<file path="src/rtl/whpd_pkg.sv">
// Types, codes and helper functions for the WAV header parser.
package whpd_pkg;

	localparam int TDATA_W = 136;

	localparam logic [1:0] PHASE_HEADER = 2'd0;
	localparam logic [1:0] PHASE_DATA   = 2'd1;
	localparam logic [1:0] PHASE_HALT   = 2'd2;

	localparam logic [1:0] KIND_HEADER = 2'd0;
	localparam logic [1:0] KIND_SAMPLE = 2'd1;
	localparam logic [1:0] KIND_ERROR  = 2'd2;

	localparam logic [1:0] ERR_NOT_RIFF  = 2'd0;
	localparam logic [1:0] ERR_NOT_PCM   = 2'd1;
	localparam logic [1:0] ERR_CHANNELS  = 2'd2;
	localparam logic [1:0] ERR_WIDTH     = 2'd3;

	localparam logic [5:0] OFF_TAG_END      = 6'd3;
	localparam logic [5:0] OFF_FORMAT_END   = 6'd21;
	localparam logic [5:0] OFF_CHANNELS_END = 6'd23;
	localparam logic [5:0] OFF_RATE_END     = 6'd27;
	localparam logic [5:0] OFF_BITS_END     = 6'd35;
	localparam logic [5:0] HEADER_LAST      = 6'd43;

	localparam logic [31:0] TAG_RIFF   = 32'h4646_4952;
	localparam logic [15:0] PCM_FORMAT = 16'd1;

	typedef struct packed {
		logic [7:0] byte_value;
		logic       start_of_file;
	} in_item_t;

	typedef struct packed {
		logic [1:0]  kind;
		logic [1:0]  error_code;
		logic [15:0] channel_count;
		logic [31:0] rate_hz;
		logic [15:0] sample_bits;
		logic [31:0] payload_bytes;
		logic        channel_index;
		logic [31:0] sample_value;
		logic        last_sample;
	} result_t;

	function automatic logic [1:0] field_pos(input logic [5:0] off);
		logic [1:0] pos;
		case (off) inside
			[6'd20:6'd23]: pos = {1'b0, off[0]};
			[6'd32:6'd35]: pos = {1'b0, off[0]};
			default:       pos = off[1:0];
		endcase
		return pos;
	endfunction

	function automatic logic [31:0] gather(input logic [31:0] acc, input logic [1:0] pos,
			input logic [7:0] b);
		logic [31:0] ext;
		ext = {24'd0, b};
		if (pos == 2'd0) begin
			return ext;
		end
		return acc | (ext << {pos, 3'b000});
	endfunction

endpackage

</file>
<file path="src/rtl/wav_header_parse_deinterleave.sv">
// WAV header parser and sample deinterleaver, top level.
// Takes a WAV file one byte per cycle, sustained unless the sink stalls; the byte is held in the
// input register and its result item in the result register, and the rate is set by the single
// per-byte parse step between the two registers. The 44-byte header gives one header item
// (or one error item, after which bytes are ignored until the next start of file); each complete
// data sample then gives one sample item, alternating left and right for stereo, with tlast on
// the final sample. Byte offsets 3 and 21 check the RIFF tag and the PCM format; a partial
// trailing sample is dropped. Input tready falls only while a result item waits and the sink
// stalls.
module wav_header_parse_deinterleave (
	input  logic                          clk,
	input  logic                          arst_n,
	input  logic                          s_axis_tvalid,
	output logic                          s_axis_tready,
	input  logic [7:0]                    s_axis_tdata,  // byte_value
	input  logic                          s_axis_tuser,  // start_of_file
	output logic                          m_axis_tvalid,
	input  logic                          m_axis_tready,
	// error_code, channel_count, rate_hz, sample_bits, payload_bytes, channel_index,
	// sample_value, zero fill
	output logic [whpd_pkg::TDATA_W-1:0]  m_axis_tdata,
	output logic [1:0]                    m_axis_tuser,  // kind
	output logic                          m_axis_tlast   // last_sample
);
	import whpd_pkg::*;

	in_item_t in_item, item_s1;
	result_t  res;
	logic     valid_s1, advance, step, res_valid;

	assign in_item.byte_value    = s_axis_tdata;
	assign in_item.start_of_file = s_axis_tuser;
	assign step = valid_s1 && advance;

	whpd_in_stage u_in (
		.clk      (clk),
		.arst_n   (arst_n),
		.in_valid (s_axis_tvalid),
		.in_ready (s_axis_tready),
		.in_item  (in_item),
		.advance  (advance),
		.valid_s1 (valid_s1),
		.item_s1  (item_s1)
	);

	whpd_parser u_parser (
		.clk       (clk),
		.arst_n    (arst_n),
		.step      (step),
		.item_s1   (item_s1),
		.res_valid (res_valid),
		.res       (res)
	);

	whpd_out_stage u_out (
		.clk       (clk),
		.arst_n    (arst_n),
		.step      (step),
		.res_valid (res_valid),
		.res       (res),
		.advance   (advance),
		.out_valid (m_axis_tvalid),
		.out_ready (m_axis_tready),
		.out_data  (m_axis_tdata),
		.out_user  (m_axis_tuser),
		.out_last  (m_axis_tlast)
	);

endmodule

</file>
<file path="src/rtl/whpd_in_stage.sv">
// Input register stage: capture one byte item per cycle while in_ready is high.
module whpd_in_stage (
	input  logic                clk,
	input  logic                arst_n,
	input  logic                in_valid,
	output logic                in_ready,
	input  whpd_pkg::in_item_t  in_item,
	input  logic                advance,
	output logic                valid_s1,
	output whpd_pkg::in_item_t  item_s1
);
	import whpd_pkg::*;

	assign in_ready = !valid_s1 || advance;

	always_ff @(posedge clk or negedge arst_n) begin
		if (!arst_n) begin
			valid_s1 <= 1'b0;
		end else if (in_ready) begin
			valid_s1 <= in_valid;
		end
	end

	always_ff @(posedge clk) begin
		if (in_valid && in_ready) begin
			item_s1 <= in_item;
		end
	end

endmodule

</file>
<file path="src/rtl/whpd_parser.sv">
// Parse state and per-byte header walk and sample assembly.
module whpd_parser (
	input  logic                clk,
	input  logic                arst_n,
	input  logic                step,
	input  whpd_pkg::in_item_t  item_s1,
	output logic                res_valid,
	output whpd_pkg::result_t   res
);
	import whpd_pkg::*;

	logic [1:0]  phase_q, phase_e, phase_n;
	logic [5:0]  hoff_q, hoff_e, hoff_n;
	logic [31:0] fa_q, fa_e, fa_n;
	logic [15:0] ch_q, ch_e, ch_n;
	logic [31:0] rate_q, rate_e, rate_n;
	logic [15:0] bits_q, bits_e, bits_n;
	logic [31:0] rem_q, rem_e, rem_n;
	logic [1:0]  bis_q, bis_e, bis_n;
	logic        tog_q, tog_e, tog_n;
	logic [31:0] hdr_fa, dat_fa, rem_dec;
	logic [12:0] width_e;
	logic        width_ok, sof;
	logic [7:0]  b;

	assign sof = item_s1.start_of_file;
	assign b   = item_s1.byte_value;

	assign phase_e = sof ? PHASE_HEADER : phase_q;
	assign hoff_e  = sof ? 6'd0 : hoff_q;
	assign fa_e    = sof ? 32'd0 : fa_q;
	assign ch_e    = sof ? 16'd0 : ch_q;
	assign rate_e  = sof ? 32'd0 : rate_q;
	assign bits_e  = sof ? 16'd0 : bits_q;
	assign rem_e   = sof ? 32'd0 : rem_q;
	assign bis_e   = sof ? 2'd0 : bis_q;
	assign tog_e   = sof ? 1'b0 : tog_q;

	assign width_e  = bits_e[15:3];
	assign width_ok = (width_e != 13'd0) && (width_e <= 13'd4);
	assign hdr_fa   = gather(fa_e, field_pos(hoff_e), b);
	assign dat_fa   = gather(fa_e, bis_e, b);
	assign rem_dec  = rem_e - 32'd1;

	always_comb begin
		phase_n   = phase_e;
		hoff_n    = hoff_e;
		fa_n      = fa_e;
		ch_n      = ch_e;
		rate_n    = rate_e;
		bits_n    = bits_e;
		rem_n     = rem_e;
		bis_n     = bis_e;
		tog_n     = tog_e;
		res_valid = 1'b0;
		res       = '0;
		case (phase_e)
			PHASE_HEADER: begin
				if (hoff_e > HEADER_LAST) begin
					phase_n = PHASE_HALT;
				end else begin
					fa_n   = hdr_fa;
					hoff_n = 6'(hoff_e + 6'd1);
					case (hoff_e)
						OFF_TAG_END: begin
							if (hdr_fa != TAG_RIFF) begin
								res_valid      = 1'b1;
								res.kind       = KIND_ERROR;
								res.error_code = ERR_NOT_RIFF;
								phase_n        = PHASE_HALT;
							end
						end
						OFF_FORMAT_END: begin
							if (hdr_fa[15:0] != PCM_FORMAT) begin
								res_valid      = 1'b1;
								res.kind       = KIND_ERROR;
								res.error_code = ERR_NOT_PCM;
								phase_n        = PHASE_HALT;
							end
						end
						OFF_CHANNELS_END: ch_n = hdr_fa[15:0];
						OFF_RATE_END: rate_n = hdr_fa;
						OFF_BITS_END: bits_n = hdr_fa[15:0];
						HEADER_LAST: begin
							rem_n     = hdr_fa;
							res_valid = 1'b1;
							if (ch_e != 16'd1 && ch_e != 16'd2) begin
								res.kind       = KIND_ERROR;
								res.error_code = ERR_CHANNELS;
								phase_n        = PHASE_HALT;
							end else if (!width_ok) begin
								res.kind       = KIND_ERROR;
								res.error_code = ERR_WIDTH;
								phase_n        = PHASE_HALT;
							end else begin
								res.kind          = KIND_HEADER;
								res.channel_count = ch_e;
								res.rate_hz       = rate_e;
								res.sample_bits   = bits_e;
								res.payload_bytes = hdr_fa;
								bis_n   = 2'd0;
								tog_n   = 1'b0;
								fa_n    = 32'd0;
								phase_n = (hdr_fa == 32'd0) ? PHASE_HALT : PHASE_DATA;
							end
						end
						default: ;
					endcase
				end
			end
			PHASE_DATA: begin
				if (!width_ok || rem_e == 32'd0) begin
					phase_n = PHASE_HALT;
				end else begin
					fa_n  = dat_fa;
					rem_n = rem_dec;
					if (({1'b0, bis_e} + 3'd1) >= width_e[2:0]) begin
						res_valid         = 1'b1;
						res.kind          = KIND_SAMPLE;
						res.channel_index = tog_e;
						res.sample_value  = dat_fa;
						res.last_sample   = rem_dec < {29'd0, width_e[2:0]};
						bis_n = 2'd0;
						if (ch_e == 16'd2) begin
							tog_n = !tog_e;
						end
					end else begin
						bis_n = 2'(bis_e + 2'd1);
					end
					if (rem_dec == 32'd0) begin
						phase_n = PHASE_HALT;
					end
				end
			end
			default: ;
		endcase
	end

	always_ff @(posedge clk or negedge arst_n) begin
		if (!arst_n) begin
			phase_q <= PHASE_HEADER;
			hoff_q  <= 6'd0;
			fa_q    <= 32'd0;
			ch_q    <= 16'd0;
			rate_q  <= 32'd0;
			bits_q  <= 16'd0;
			rem_q   <= 32'd0;
			bis_q   <= 2'd0;
			tog_q   <= 1'b0;
		end else if (step) begin
			phase_q <= phase_n;
			hoff_q  <= hoff_n;
			fa_q    <= fa_n;
			ch_q    <= ch_n;
			rate_q  <= rate_n;
			bits_q  <= bits_n;
			rem_q   <= rem_n;
			bis_q   <= bis_n;
			tog_q   <= tog_n;
		end
	end

endmodule

</file>
<file path="src/rtl/whpd_out_stage.sv">
// Result register: hold one result item until the sink takes it.
module whpd_out_stage (
	input  logic                          clk,
	input  logic                          arst_n,
	input  logic                          step,
	input  logic                          res_valid,
	input  whpd_pkg::result_t             res,
	output logic                          advance,
	output logic                          out_valid,
	input  logic                          out_ready,
	output logic [whpd_pkg::TDATA_W-1:0]  out_data,
	output logic [1:0]                    out_user,
	output logic                          out_last
);
	import whpd_pkg::*;

	result_t res_q;

	assign advance = !out_valid || out_ready;

	always_ff @(posedge clk or negedge arst_n) begin
		if (!arst_n) begin
			out_valid <= 1'b0;
		end else if (advance) begin
			out_valid <= step && res_valid;
		end
	end

	always_ff @(posedge clk) begin
		if (advance && step && res_valid) begin
			res_q <= res;
		end
	end

	assign out_data = {5'd0, res_q.sample_value, res_q.channel_index, res_q.payload_bytes,
		res_q.sample_bits, res_q.rate_hz, res_q.channel_count, res_q.error_code};
	assign out_user = res_q.kind;
	assign out_last = res_q.last_sample;

endmodule

</file>
<file path="config.mk">
export PLATFORM = sky130hd
export DESIGN_NAME = wav_header_parse_deinterleave
export DESIGN_NICKNAME = d
export VERILOG_FILES = /design/src/rtl/whpd_pkg.sv /design/src/rtl/wav_header_parse_deinterleave.sv /design/src/rtl/whpd_in_stage.sv /design/src/rtl/whpd_parser.sv /design/src/rtl/whpd_out_stage.sv
export SDC_FILE = /design/constraint.sdc
export NUM_CORES = 1
export LEC_CHECK = 0
export ABC_AREA = 0
export BUFFER_PORTS_ARGS = -buffer_cell sky130_fd_sc_hd__buf_2
export CORE_MARGIN = 10
export CORE_UTILIZATION = 50
export DETAILED_ROUTE_END_ITERATION = 8
export PLACE_DENSITY = 0.68
export SLEW_MARGIN = 40
export SYNTH_ARGS = -nofsm -noshare
export SYNTH_HDL_FRONTEND = slang
export SYNTH_SLANG_ARGS = --single-unit
</file>
<file path="constraint.sdc">
create_clock -name clk -period 10.35 [get_ports clk]
set_clock_uncertainty 0.2 [all_clocks]
set_input_delay 2.07 -clock clk [delete_from_list [all_inputs] [get_ports clk]]
set_output_delay 2.07 -clock clk [all_outputs]
set_load 0.01 [all_outputs]
</file>
==> results of run 1 <==
per-layer routing:
metal  wire length, µm  vias to the layer above  part of all wire, %
met3              5180                      190                  9.8
met5                27                        -                0.051
met4              2790                        4                  5.3
met2             24200                      813                   46
met1             20700                     6517                   39
li1                  -                     6000                    -
per-stage QoR:
stage	total power [mW]	area (µm²)	cells
after global placement	1.66	15800	2047
final	2.77	16900	2108
after floorplan	1.49	14800	1613
after CTS	2.77	16900	2105
after global routing	2.85	16900	2108
after detailed placement	1.67	15900	2049
flip-flops by register name, summed over array words and instances (netlist names):
name,count
u_out.out_data,131
u_parser.fa_q,32
u_parser.rate_q,32
u_parser.rem_q,32
u_parser.bits_q,16
u_parser.ch_q,16
u_in.item_s1,9
u_parser.hoff_q,6
u_out.out_user,2
u_parser.bis_q,2
u_parser.phase_q,2
u_in.valid_s1,1
u_out.out_last,1
u_out.out_valid,1
u_parser.tog_q,1
final cells by class:
| class | count | area (µm²) |
|---|---|---|
| tap | 384 | 480 |
| clock inverter | 19 | 210 |
| timing repair buffer | 183 | 1040 |
| clock buffer | 37 | 808 |
| inverter | 20 | 75.1 |
| sequential | 284 | 7820 |
| multi-input combinational | 1181 | 6500 |
| fill | 2587 | 11900 |
how the worst max path moves through the flow:
stage                          startpoint                   to  cells past startpoint
after floorplan             m_axis_tready    u_out.out_data[0]                      6
after global placement    u_in.item_s1[0]   u_out.out_data[44]                     14
after detailed placement  u_in.item_s1[0]   u_out.out_data[94]                     14
after CTS                 u_in.item_s1[0]   u_out.out_data[91]                     14
after global routing      u_in.item_s1[0]  u_out.out_data[113]                     14
final                     u_in.item_s1[0]  u_out.out_data[113]                     14
worst max-delay path, stage by stage, from the launching register on:
cell      delay [ps]
edfxtp_1         700
nand2b_1         660
inv_2            220
ha_1             330
nor2b_1          290
o31a_1           330
a21oi_4           80
buf_4            310
nor2_1           540
a211o_1          220
nor3_4            60
a31oi_2          300
nor4_2           120
nor2_4           550
buf_4            610
cell usage after synthesis, drive strengths merged, types with 6 or more instances:
| cell | number | area, µm² |
|---|---|---|
| a21boi | 8 | 60.1 |
| a21o | 11 | 82.6 |
| a21oi | 139 | 699 |
| a22o | 26 | 228 |
| a22oi | 20 | 150 |
| a31oi | 25 | 163 |
| and2 | 11 | 68.8 |
| and3 | 50 | 313 |
| buf | 25 | 120 |
| clkbuf | 103 | 387 |
| dfrtp | 141 | 3530 |
| edfxtp | 143 | 4290 |
| ha | 11 | 138 |
| inv | 20 | 75.1 |
| mux2i | 6 | 60.1 |
| nand2 | 219 | 822 |
| nand2b | 8 | 50.1 |
| nand3 | 30 | 150 |
| nor2 | 165 | 619 |
| nor2b | 17 | 106 |
| nor3 | 51 | 267 |
| nor4 | 33 | 219 |
| o21a | 6 | 45.0 |
| o21ai | 165 | 837 |
| o22ai | 33 | 206 |
| o31ai | 8 | 73.8 |
| or3 | 11 | 68.8 |
| or4 | 8 | 60.1 |
power by group through the flow:
stage | registers, mW | logic (mW) | clock network (mW)
floorplan | 1.25 | 0.240 | 0
global placement | 1.28 | 0.378 | 0
detailed placement | 1.28 | 0.385 | 0
CTS | 1.26 | 0.387 | 1.12
global route | 1.26 | 0.427 | 1.16
finish | 1.26 | 0.404 | 1.11
cells by family after synthesis:
family / Yosys count / share of synthesized area (%)
xor gates and xnor gates: 10 / 0.596
AOI/OAI and AO/OA: 494 / 20.5
other: 1 / 0.0255
buffers and inverters: 148 / 3.96
adders and majority gates: 11 / 0.937
DFF: 284 / 53.3
muxes: 8 / 0.562
and+or+nand+nor: 629 / 20.1
==> flow_summary.toml, run 1 <==
[sta]
finalSetupTns_ps = 0
max_freq_ghz = 0.168
setup_viol = 0
min_period_ps = 5960
rsz0062_at_grt = "false"
tightest_slew_ps = 883
hold_violations = 0
slew_headroom_pct = 41.1
fin_crit_sh_pct = 57.6
hold_ws_ps = 272
worst_slack_ps = 4390
maxSlewViolCount = 0

[route]
first_pass_iters = 8
vias = 13500
avgRoutedWirePerCell_um = 25.1
route.detailed.drc = 0
wl_mm = 52.9
drtIter0Drc = 1593
viasPerCell = 6.42
detail-route-antenna-nets = 0

[die]
initial_core_util_pct = 50.9
rows = 62
io_pins = 154
die_h_um = 191
core_um2 = 28900
die_x_um = 191
die_area_um2 = 36600

[layout]
final_util_pct = 58.7
drive_above_1_share_pct = 15.8
area_growth_pct = 15.3
mostFrequentLayoutCell = "nand2_1"
nNetsFinal = 1724
antennaDiodeCount = 0
final_cell_mix = "219 x nand2_1, 161 x nor2_1, 155 x o21ai_0"

[clock_network]
clockBufferDepth = 3
holdBufCountCts = 0
cts_root_buf = "clkbuf_16"
cts.sinks = 284
cts_tree = "built"
worstSkewPairLatency_ps = 570
htree_levels = 1
post_cts.repair.setup_buffers = 0
post_cts_resized = 0
cts_made_buffers = 30
clk_pin_slew_worst_paths_ps = 70

[global_route]
grt_antenna_before_repair = 3
grt_busiest_layer = "met2"
grt_overflow = 0
use_met1_pct = 36.4
grt_usage_pct = 28.3
grt_pass1_wl_mm = 80.3
grt_max_degree = 88
grt_use_met3_pct = 6.18
met2_usage_pct = 44.4
grt_pass1_vias = 12900

[placed_design]
gp_congestion = 0.997
portBuffers = 148
hpwl_mm = 36.4
pre_cts_ws_ps = 4320

[synthesis]
synth_edf_count = 143
ys.warnings.count = 0
syn_inst = 1585
ys_seq_area_share_pct = 53.3
synth_seq_cells = 284
netlist_area_um2 = 14700
synth.distinct_cells = 81
ys.flop_type = "edfxtp_1"
synth-async-reset-ratio_pct = 49.6
avgSynthCellArea_um2 = 9.27

[power]
p_switching_uw = 793
netSwitchingFraction_pct = 28.6
pwr-share-clk_pct = 39.9
ir_drop_mv = 0.122
power.internal_mw = 1.98
powerDensity_nw_per_um2 = 164
seq_power_share_pct = 45.5
comb_power_share_pct = 14.6
cellLeakagePower_nw = 6.38

[critical_path]
required_ps = 10330
worstSetupPathType = "register to register"
r2r-start = "u_in.item_s1[0]"
reg2regPathDepth = 14
crit_arrival_ps = 5950
end_kind = "register"
worst_setup_path_start_kind = "register"
r2r_end = "u_out.out_data[113]"
crit_fanout = 52
rrSetupSlack_ps = 4390

[min_path]
hold_path.class = "register to register"
whs_path_depth = 2
min_to = "u_parser.rate_q[27]"
hp-start = "u_parser.rate_q[27]"

[status]
outcome = "finished clean"

[job]
max_cap_violations = 0
No activity file was read; power rests on OpenSTA's default activity.
==> inputs of run 2 (changes only) <==
--- a/config.mk
+++ b/config.mk
@@ -10,7 +10,7 @@
 export CORE_MARGIN = 10
 export CORE_UTILIZATION = 50
 export DETAILED_ROUTE_END_ITERATION = 8
-export PLACE_DENSITY = 0.68
+export PLACE_DENSITY = 0.71
 export SLEW_MARGIN = 40
 export SYNTH_ARGS = -nofsm -noshare
 export SYNTH_HDL_FRONTEND = slang
==> constraint.sdc (replaced) <==
create_clock -name clk -period 5.2 [get_ports clk]
set_clock_uncertainty 0.2 [all_clocks]
set_input_delay 1.04 -clock clk [delete_from_list [all_inputs] [get_ports clk]]
set_output_delay 1.04 -clock clk [all_outputs]
set_load 0.01 [all_outputs]
==> run 2 against run 1 <==
First-iteration DRC count up 3.1%. Worst setup slack worse by 3800 ps. Utilization up 0.43 points. Sequential power is 98% higher. Clock power grew 86%. Final cell count is 1.3% higher. Clock-buffer cell count increased by 5. Register-to-register slack lost 3800 ps. Global-route usage shrank 0.23 points. Sequential share of layout area down 0.34 points. Critical path type unchanged. Highest routed layer unchanged.
==> flow_summary.toml, run 2 (synthesis results as in run 1) <==
[route]
vias = 13500
first_pass_iters = 6
drtIter0Drc = 1643
avgRoutedWirePerCell_um = 24.7
route.detailed.drc = 0
wl_mm = 52.7
viasPerCell = 6.34
detail-route-antenna-nets = 0

[placed_design]
dp_cells = 2078
hpwl_mm = 37.0
portBuffers = 148
placed_area_um2 = 16100
gp_congestion = 1.01

[power]
ir_drop_mv = 0.248
cellLeakagePower_nw = 6.46
powerDensity_nw_per_um2 = 316
netSwitchingFraction_pct = 29.1
seq_power_share_pct = 46.3
pwr-share-clk_pct = 38.1
power.internal_mw = 3.82
comb_power_share_pct = 15.6
p_switching_mw = 1.57

[sta]
max_freq_ghz = 0.216
maxSlewViolCount = 0
finalSetupTns_ps = 0
setup_viol = 0
slew_headroom_pct = 42.3
tightest_slew_ps = 866
hold_violations = 0
min_period_ps = 4630
rsz0062_at_grt = "false"
fin_crit_sh_pct = 89.0

[min_path]
hold_path.class = "register to register"

[clock_network]
post_cts_resized = 0
cts_root_buf = "clkbuf_16"
clk_pin_slew_worst_paths_ps = 60
cts_made_buffers = 29
worstSkewPairLatency_ps = 570
post_cts.repair.setup_buffers = 0
holdBufCountCts = 0
clockBufferDepth = 3
htree_levels = 1
cts_tree = "built"
cts.sinks = 284

[layout]
nNetsFinal = 1751
regArea_um2 = 7820
stdcell_count = 2135
mostFrequentLayoutCell = "nand2_1"
nFillCells = 2564
final_util_pct = 59.1
fin_area_um2 = 17100
final_cell_mix = "219 x nand2_1, 162 x nor2_1, 155 x o21ai_0"
largest_reg_flops = 131
area_growth_pct = 16.2
multiInputGateArea_um2 = 6490
drive_above_1_share_pct = 16.4

[die]
die_area_um2 = 36600
die_x_um = 191
core_um2 = 28900
rows = 62
io_pins = 154
die_h_um = 191
initial_core_util_pct = 50.9

[status]
outcome = "finished clean"

[critical_path]
worstSetupPathType = "register to register"
required_ps = 5300
crit_arrival_ps = 4720
worst_setup_path_start_kind = "register"
end_kind = "register"
crit_fanout = 57

[global_route]
grt_max_degree = 86
grt_usage_pct = 28.1
grt_overflow = 0
grt_antenna_before_repair = 2
grt_pass1_wl_mm = 79.9
grt_pass1_vias = 12900

[job]
max_cap_violations = 0
run 2: cell count changes in the layout (fill, tap and decap cells not counted), sizes merged:
cell	change
diode	+1
clkbuf	+5
buf	+28
bufinv	-2
inv	+1
clkinv	-6
run 2: worst paths after layout:
path	endpoint	cells past startpoint	slack (ps)	from
worst min register to register	u_parser.rate_q[24]	2	280	u_parser.rate_q[24]
min in group asynchronous	u_parser.rem_q[22]	1	310	arst_n
worst max-delay path	u_out.out_data[92]	12	570	u_in.item_s1[0]
worst max register to register	u_out.out_data[92]	12	570	u_in.item_s1[0]
worst min-delay path	u_parser.rate_q[24]	2	280	u_parser.rate_q[24]
max in group asynchronous	u_parser.bits_q[11]	2	3440	arst_n
run 2: worst max-delay path, cell delays in order, from the launching register on:
cell and delay (ps):
edfxtp_1 520, buf_4 270, nand2b_1 220, or3_1 320
or4_1 480, a2111oi_0 480, o2111ai_1 270, nor4_1 400
nor2_1 140, nor4_2 430, nor2_4 150, buf_8 200
buf_12 200
run 2: per-stage QoR:
stage          setup WS (ps)  power [mW]  hold slack (ps)
2_1_floorplan           27.4        2.98              240
4_1_cts                  677        5.38              275
3_3_place_gp             688        3.33              253
5_1_grt                  261        5.56              294
6_report                 573        5.39              276
3_5_place_dp             677        3.34              262
run 2: power groups by stage:
stage               registers [mW]  clock network, mW  logic, mW
global placement              2.53                  0      0.801
CTS                           2.49               2.08      0.811
floorplan                     2.50                  0      0.480
global route                  2.50               2.17      0.890
finish                        2.50               2.06      0.840
detailed placement            2.53                  0      0.807
run 2: area by class of cell:
cell class,count,share of cell area [%]
diodes,1,0.0147
clock buffers,42,4.66
clock inverters,12,0.785
inverters,20,0.440
multi-input cells,1181,38.0
flip-flops and latches,284,45.8
well taps,384,2.82
repair buffers,211,7.41
run 2: per-layer routing:
| metal | wire length [µm] | global-route usage (%) | vias up | part of all wire (%) |
|---|---|---|---|---|
| li1 | - | - | 6069 | - |
| met1 | 20300 | 35.9 | 6437 | 39 |
| met2 | 23900 | 43.8 | 834 | 45 |
| met3 | 5490 | 6.36 | 184 | 10 |
| met4 | 2970 | 14.9 | 4 | 5.6 |
| met5 | 27 | 0 | - | 0.051 |
==> inputs of run 3 (changes only) <==
--- a/config.mk
+++ b/config.mk
@@ -8,9 +8,9 @@
 export ABC_AREA = 0
 export BUFFER_PORTS_ARGS = -buffer_cell sky130_fd_sc_hd__buf_2
 export CORE_MARGIN = 10
-export CORE_UTILIZATION = 50
+export CORE_UTILIZATION = 54
 export DETAILED_ROUTE_END_ITERATION = 8
-export PLACE_DENSITY = 0.71
+export PLACE_DENSITY = 0.76
 export SLEW_MARGIN = 40
 export SYNTH_ARGS = -nofsm -noshare
 export SYNTH_HDL_FRONTEND = slang
==> run 3 against run 2 <==
Via count rose by 2.1%. Non-clock buffer count rose by 1. Sequential share of layout area fell by 0.12 points. Flip-flop and latch count did not move. Total power rose by 3.9%. Critical endpoint is now u_out.out_data[21]. Largest power group unchanged. Highest routed layer is now met4.
==> flow_summary.toml, run 3 (synthesis results as in run 1) <==
[route]
detail-route-antenna-nets = 0
wl_mm = 53.1
wl_met2_mm = 24.2
first_pass_iters = 5
wl_met1_mm = 19.6
drtIter0Drc = 1956
dr.max_layer_used = "met4"
viasPerCell = 6.60
avgRoutedWirePerCell_um = 25.4
vias = 13800
wl_met3_mm = 5.95
route.detailed.drc = 0

[critical_path]
crit_fanout = 15
required_ps = 5310
r2r-start = "u_in.item_s1[0]"
crit_arrival_ps = 4920
reg2regPathDepth = 13
worst_setup_path_start_kind = "register"
worstSetupPathType = "register to register"
end_kind = "register"
r2r_end = "u_out.out_data[21]"
rrSetupSlack_ps = 400

[sta]
tightest_slew_ps = 1040
maxSlewViolCount = 0
fin_crit_sh_pct = 92.4
min_period_ps = 4800
max_freq_ghz = 0.208
rsz0062_at_grt = "false"
slew_headroom_pct = 29.8
setup_viol = 0
hold_violations = 0
finalSetupTns_ps = 0

[clock_network]
cts_root_buf = "clkbuf_16"
cts.sinks = 284
holdBufCountCts = 0
clk_pin_slew_worst_paths_ps = 60
clockBufferDepth = 3
post_cts.repair.setup_buffers = 0
worstSkewPairLatency_ps = 580
htree_levels = 1
cts_made_buffers = 29
cts_tree = "built"
post_cts_resized = 0

[power]
ir_drop_mv = 0.217
powerDensity_nw_per_um2 = 328
p_total_mw = 5.60
cellLeakagePower_nw = 6.54

[layout]
drive_above_1_share_pct = 16.6
nNetsFinal = 1752
final_cell_mix = "219 x nand2_1, 163 x nor2_1, 155 x o21ai_0"
largest_reg_flops = 131
antennaDiodeCount = 0
area_growth_pct = 16.5
mostFrequentLayoutCell = "nand2_1"
fin_area_um2 = 17100

[die]
io_pins = 154
initial_core_util_pct = 54.7
rows = 60
die_area_um2 = 34200
die_x_um = 185
core_um2 = 26900
die_h_um = 185

[min_path]
hp-start = "u_parser.rate_q[27]"
hold_path.class = "register to register"
min_to = "u_parser.rate_q[27]"
whs_path_depth = 2

[placed_design]
placed_area_um2 = 16000
hpwl_mm = 37.0
portBuffers = 148
gp_congestion = 1.02

[global_route]
grt_pass1_vias = 13300
grt_usage_pct = 30.4
grt_max_degree = 75
grt_overflow = 0
grt_pass1_wl_mm = 80.1
grt_antenna_before_repair = 0

[status]
outcome = "finished clean"

[job]
max_cap_violations = 0
[run 3: routing by layer]
| layer | GRT usage (%) | up-vias |
|---|---|---|
| li1 | - | 6066 |
| met1 | 37.4 | 6601 |
| met2 | 48.4 | 922 |
| met3 | 7.21 | 222 |
| met4 | 17.0 | 0 |
| met5 | 0 | - |
[run 3: cell type report]
cell class / instances / area [µm²]
clock buffer: 38 / 831
clock inverter: 16 / 223
fill: 2263 / 9770
inverter: 20 / 75.1
multi-input combinational: 1181 / 6470
sequential: 284 / 7820
tap: 341 / 427
timing repair buffer: 212 / 1260
[run 3: where the power goes]
part,internal (mW),switching (mW),leakage [nW]
combinational,0.239,0.589,3.01
clock,1.37,0.897,0.520
sequential,2.41,0.0924,3.00
[run 3: stage by stage]
stage | hold WS [ps] | worst slack (ps) | util, % | std cells
2_1_floorplan | 240 | 27.4 | - | 1613
3_3_place_gp | 255 | 607 | 59.6 | 2037
3_5_place_dp | 263 | 617 | 59.7 | 2038
4_1_cts | 277 | 578 | 63.6 | 2092
5_1_grt | 307 | 144 | 63.7 | 2092
6_report | 273 | 396 | 63.7 | 2092
[run 3: worst max-delay path by stage]
stage / slack, ps / depth (start not counted) / to / start
after floorplan: 30 / 13 / u_out.out_data[0] / u_in.item_s1[0]
after global routing: 140 / 13 / u_out.out_user[1] / u_in.item_s1[0]
after CTS: 580 / 13 / u_out.out_data[51] / u_in.item_s1[0]
after detailed placement: 620 / 13 / u_out.out_data[51] / u_in.item_s1[0]
final: 400 / 13 / u_out.out_data[21] / u_in.item_s1[0]
after global placement: 610 / 13 / u_out.out_data[51] / u_in.item_s1[0]
[run 3: worst max-delay path, cell delays in order (launching register included)]
cell and delay, ps:
edfxtp_1 670, nand2b_1 210, inv_2 50, ha_1 250
nor2b_1 290, o31a_1 330, a21oi_1 130, a2111oi_0 600
o2111ai_1 220, nor4_1 450, nor2_1 160, nor4_2 470
nor2_4 240, buf_4 270
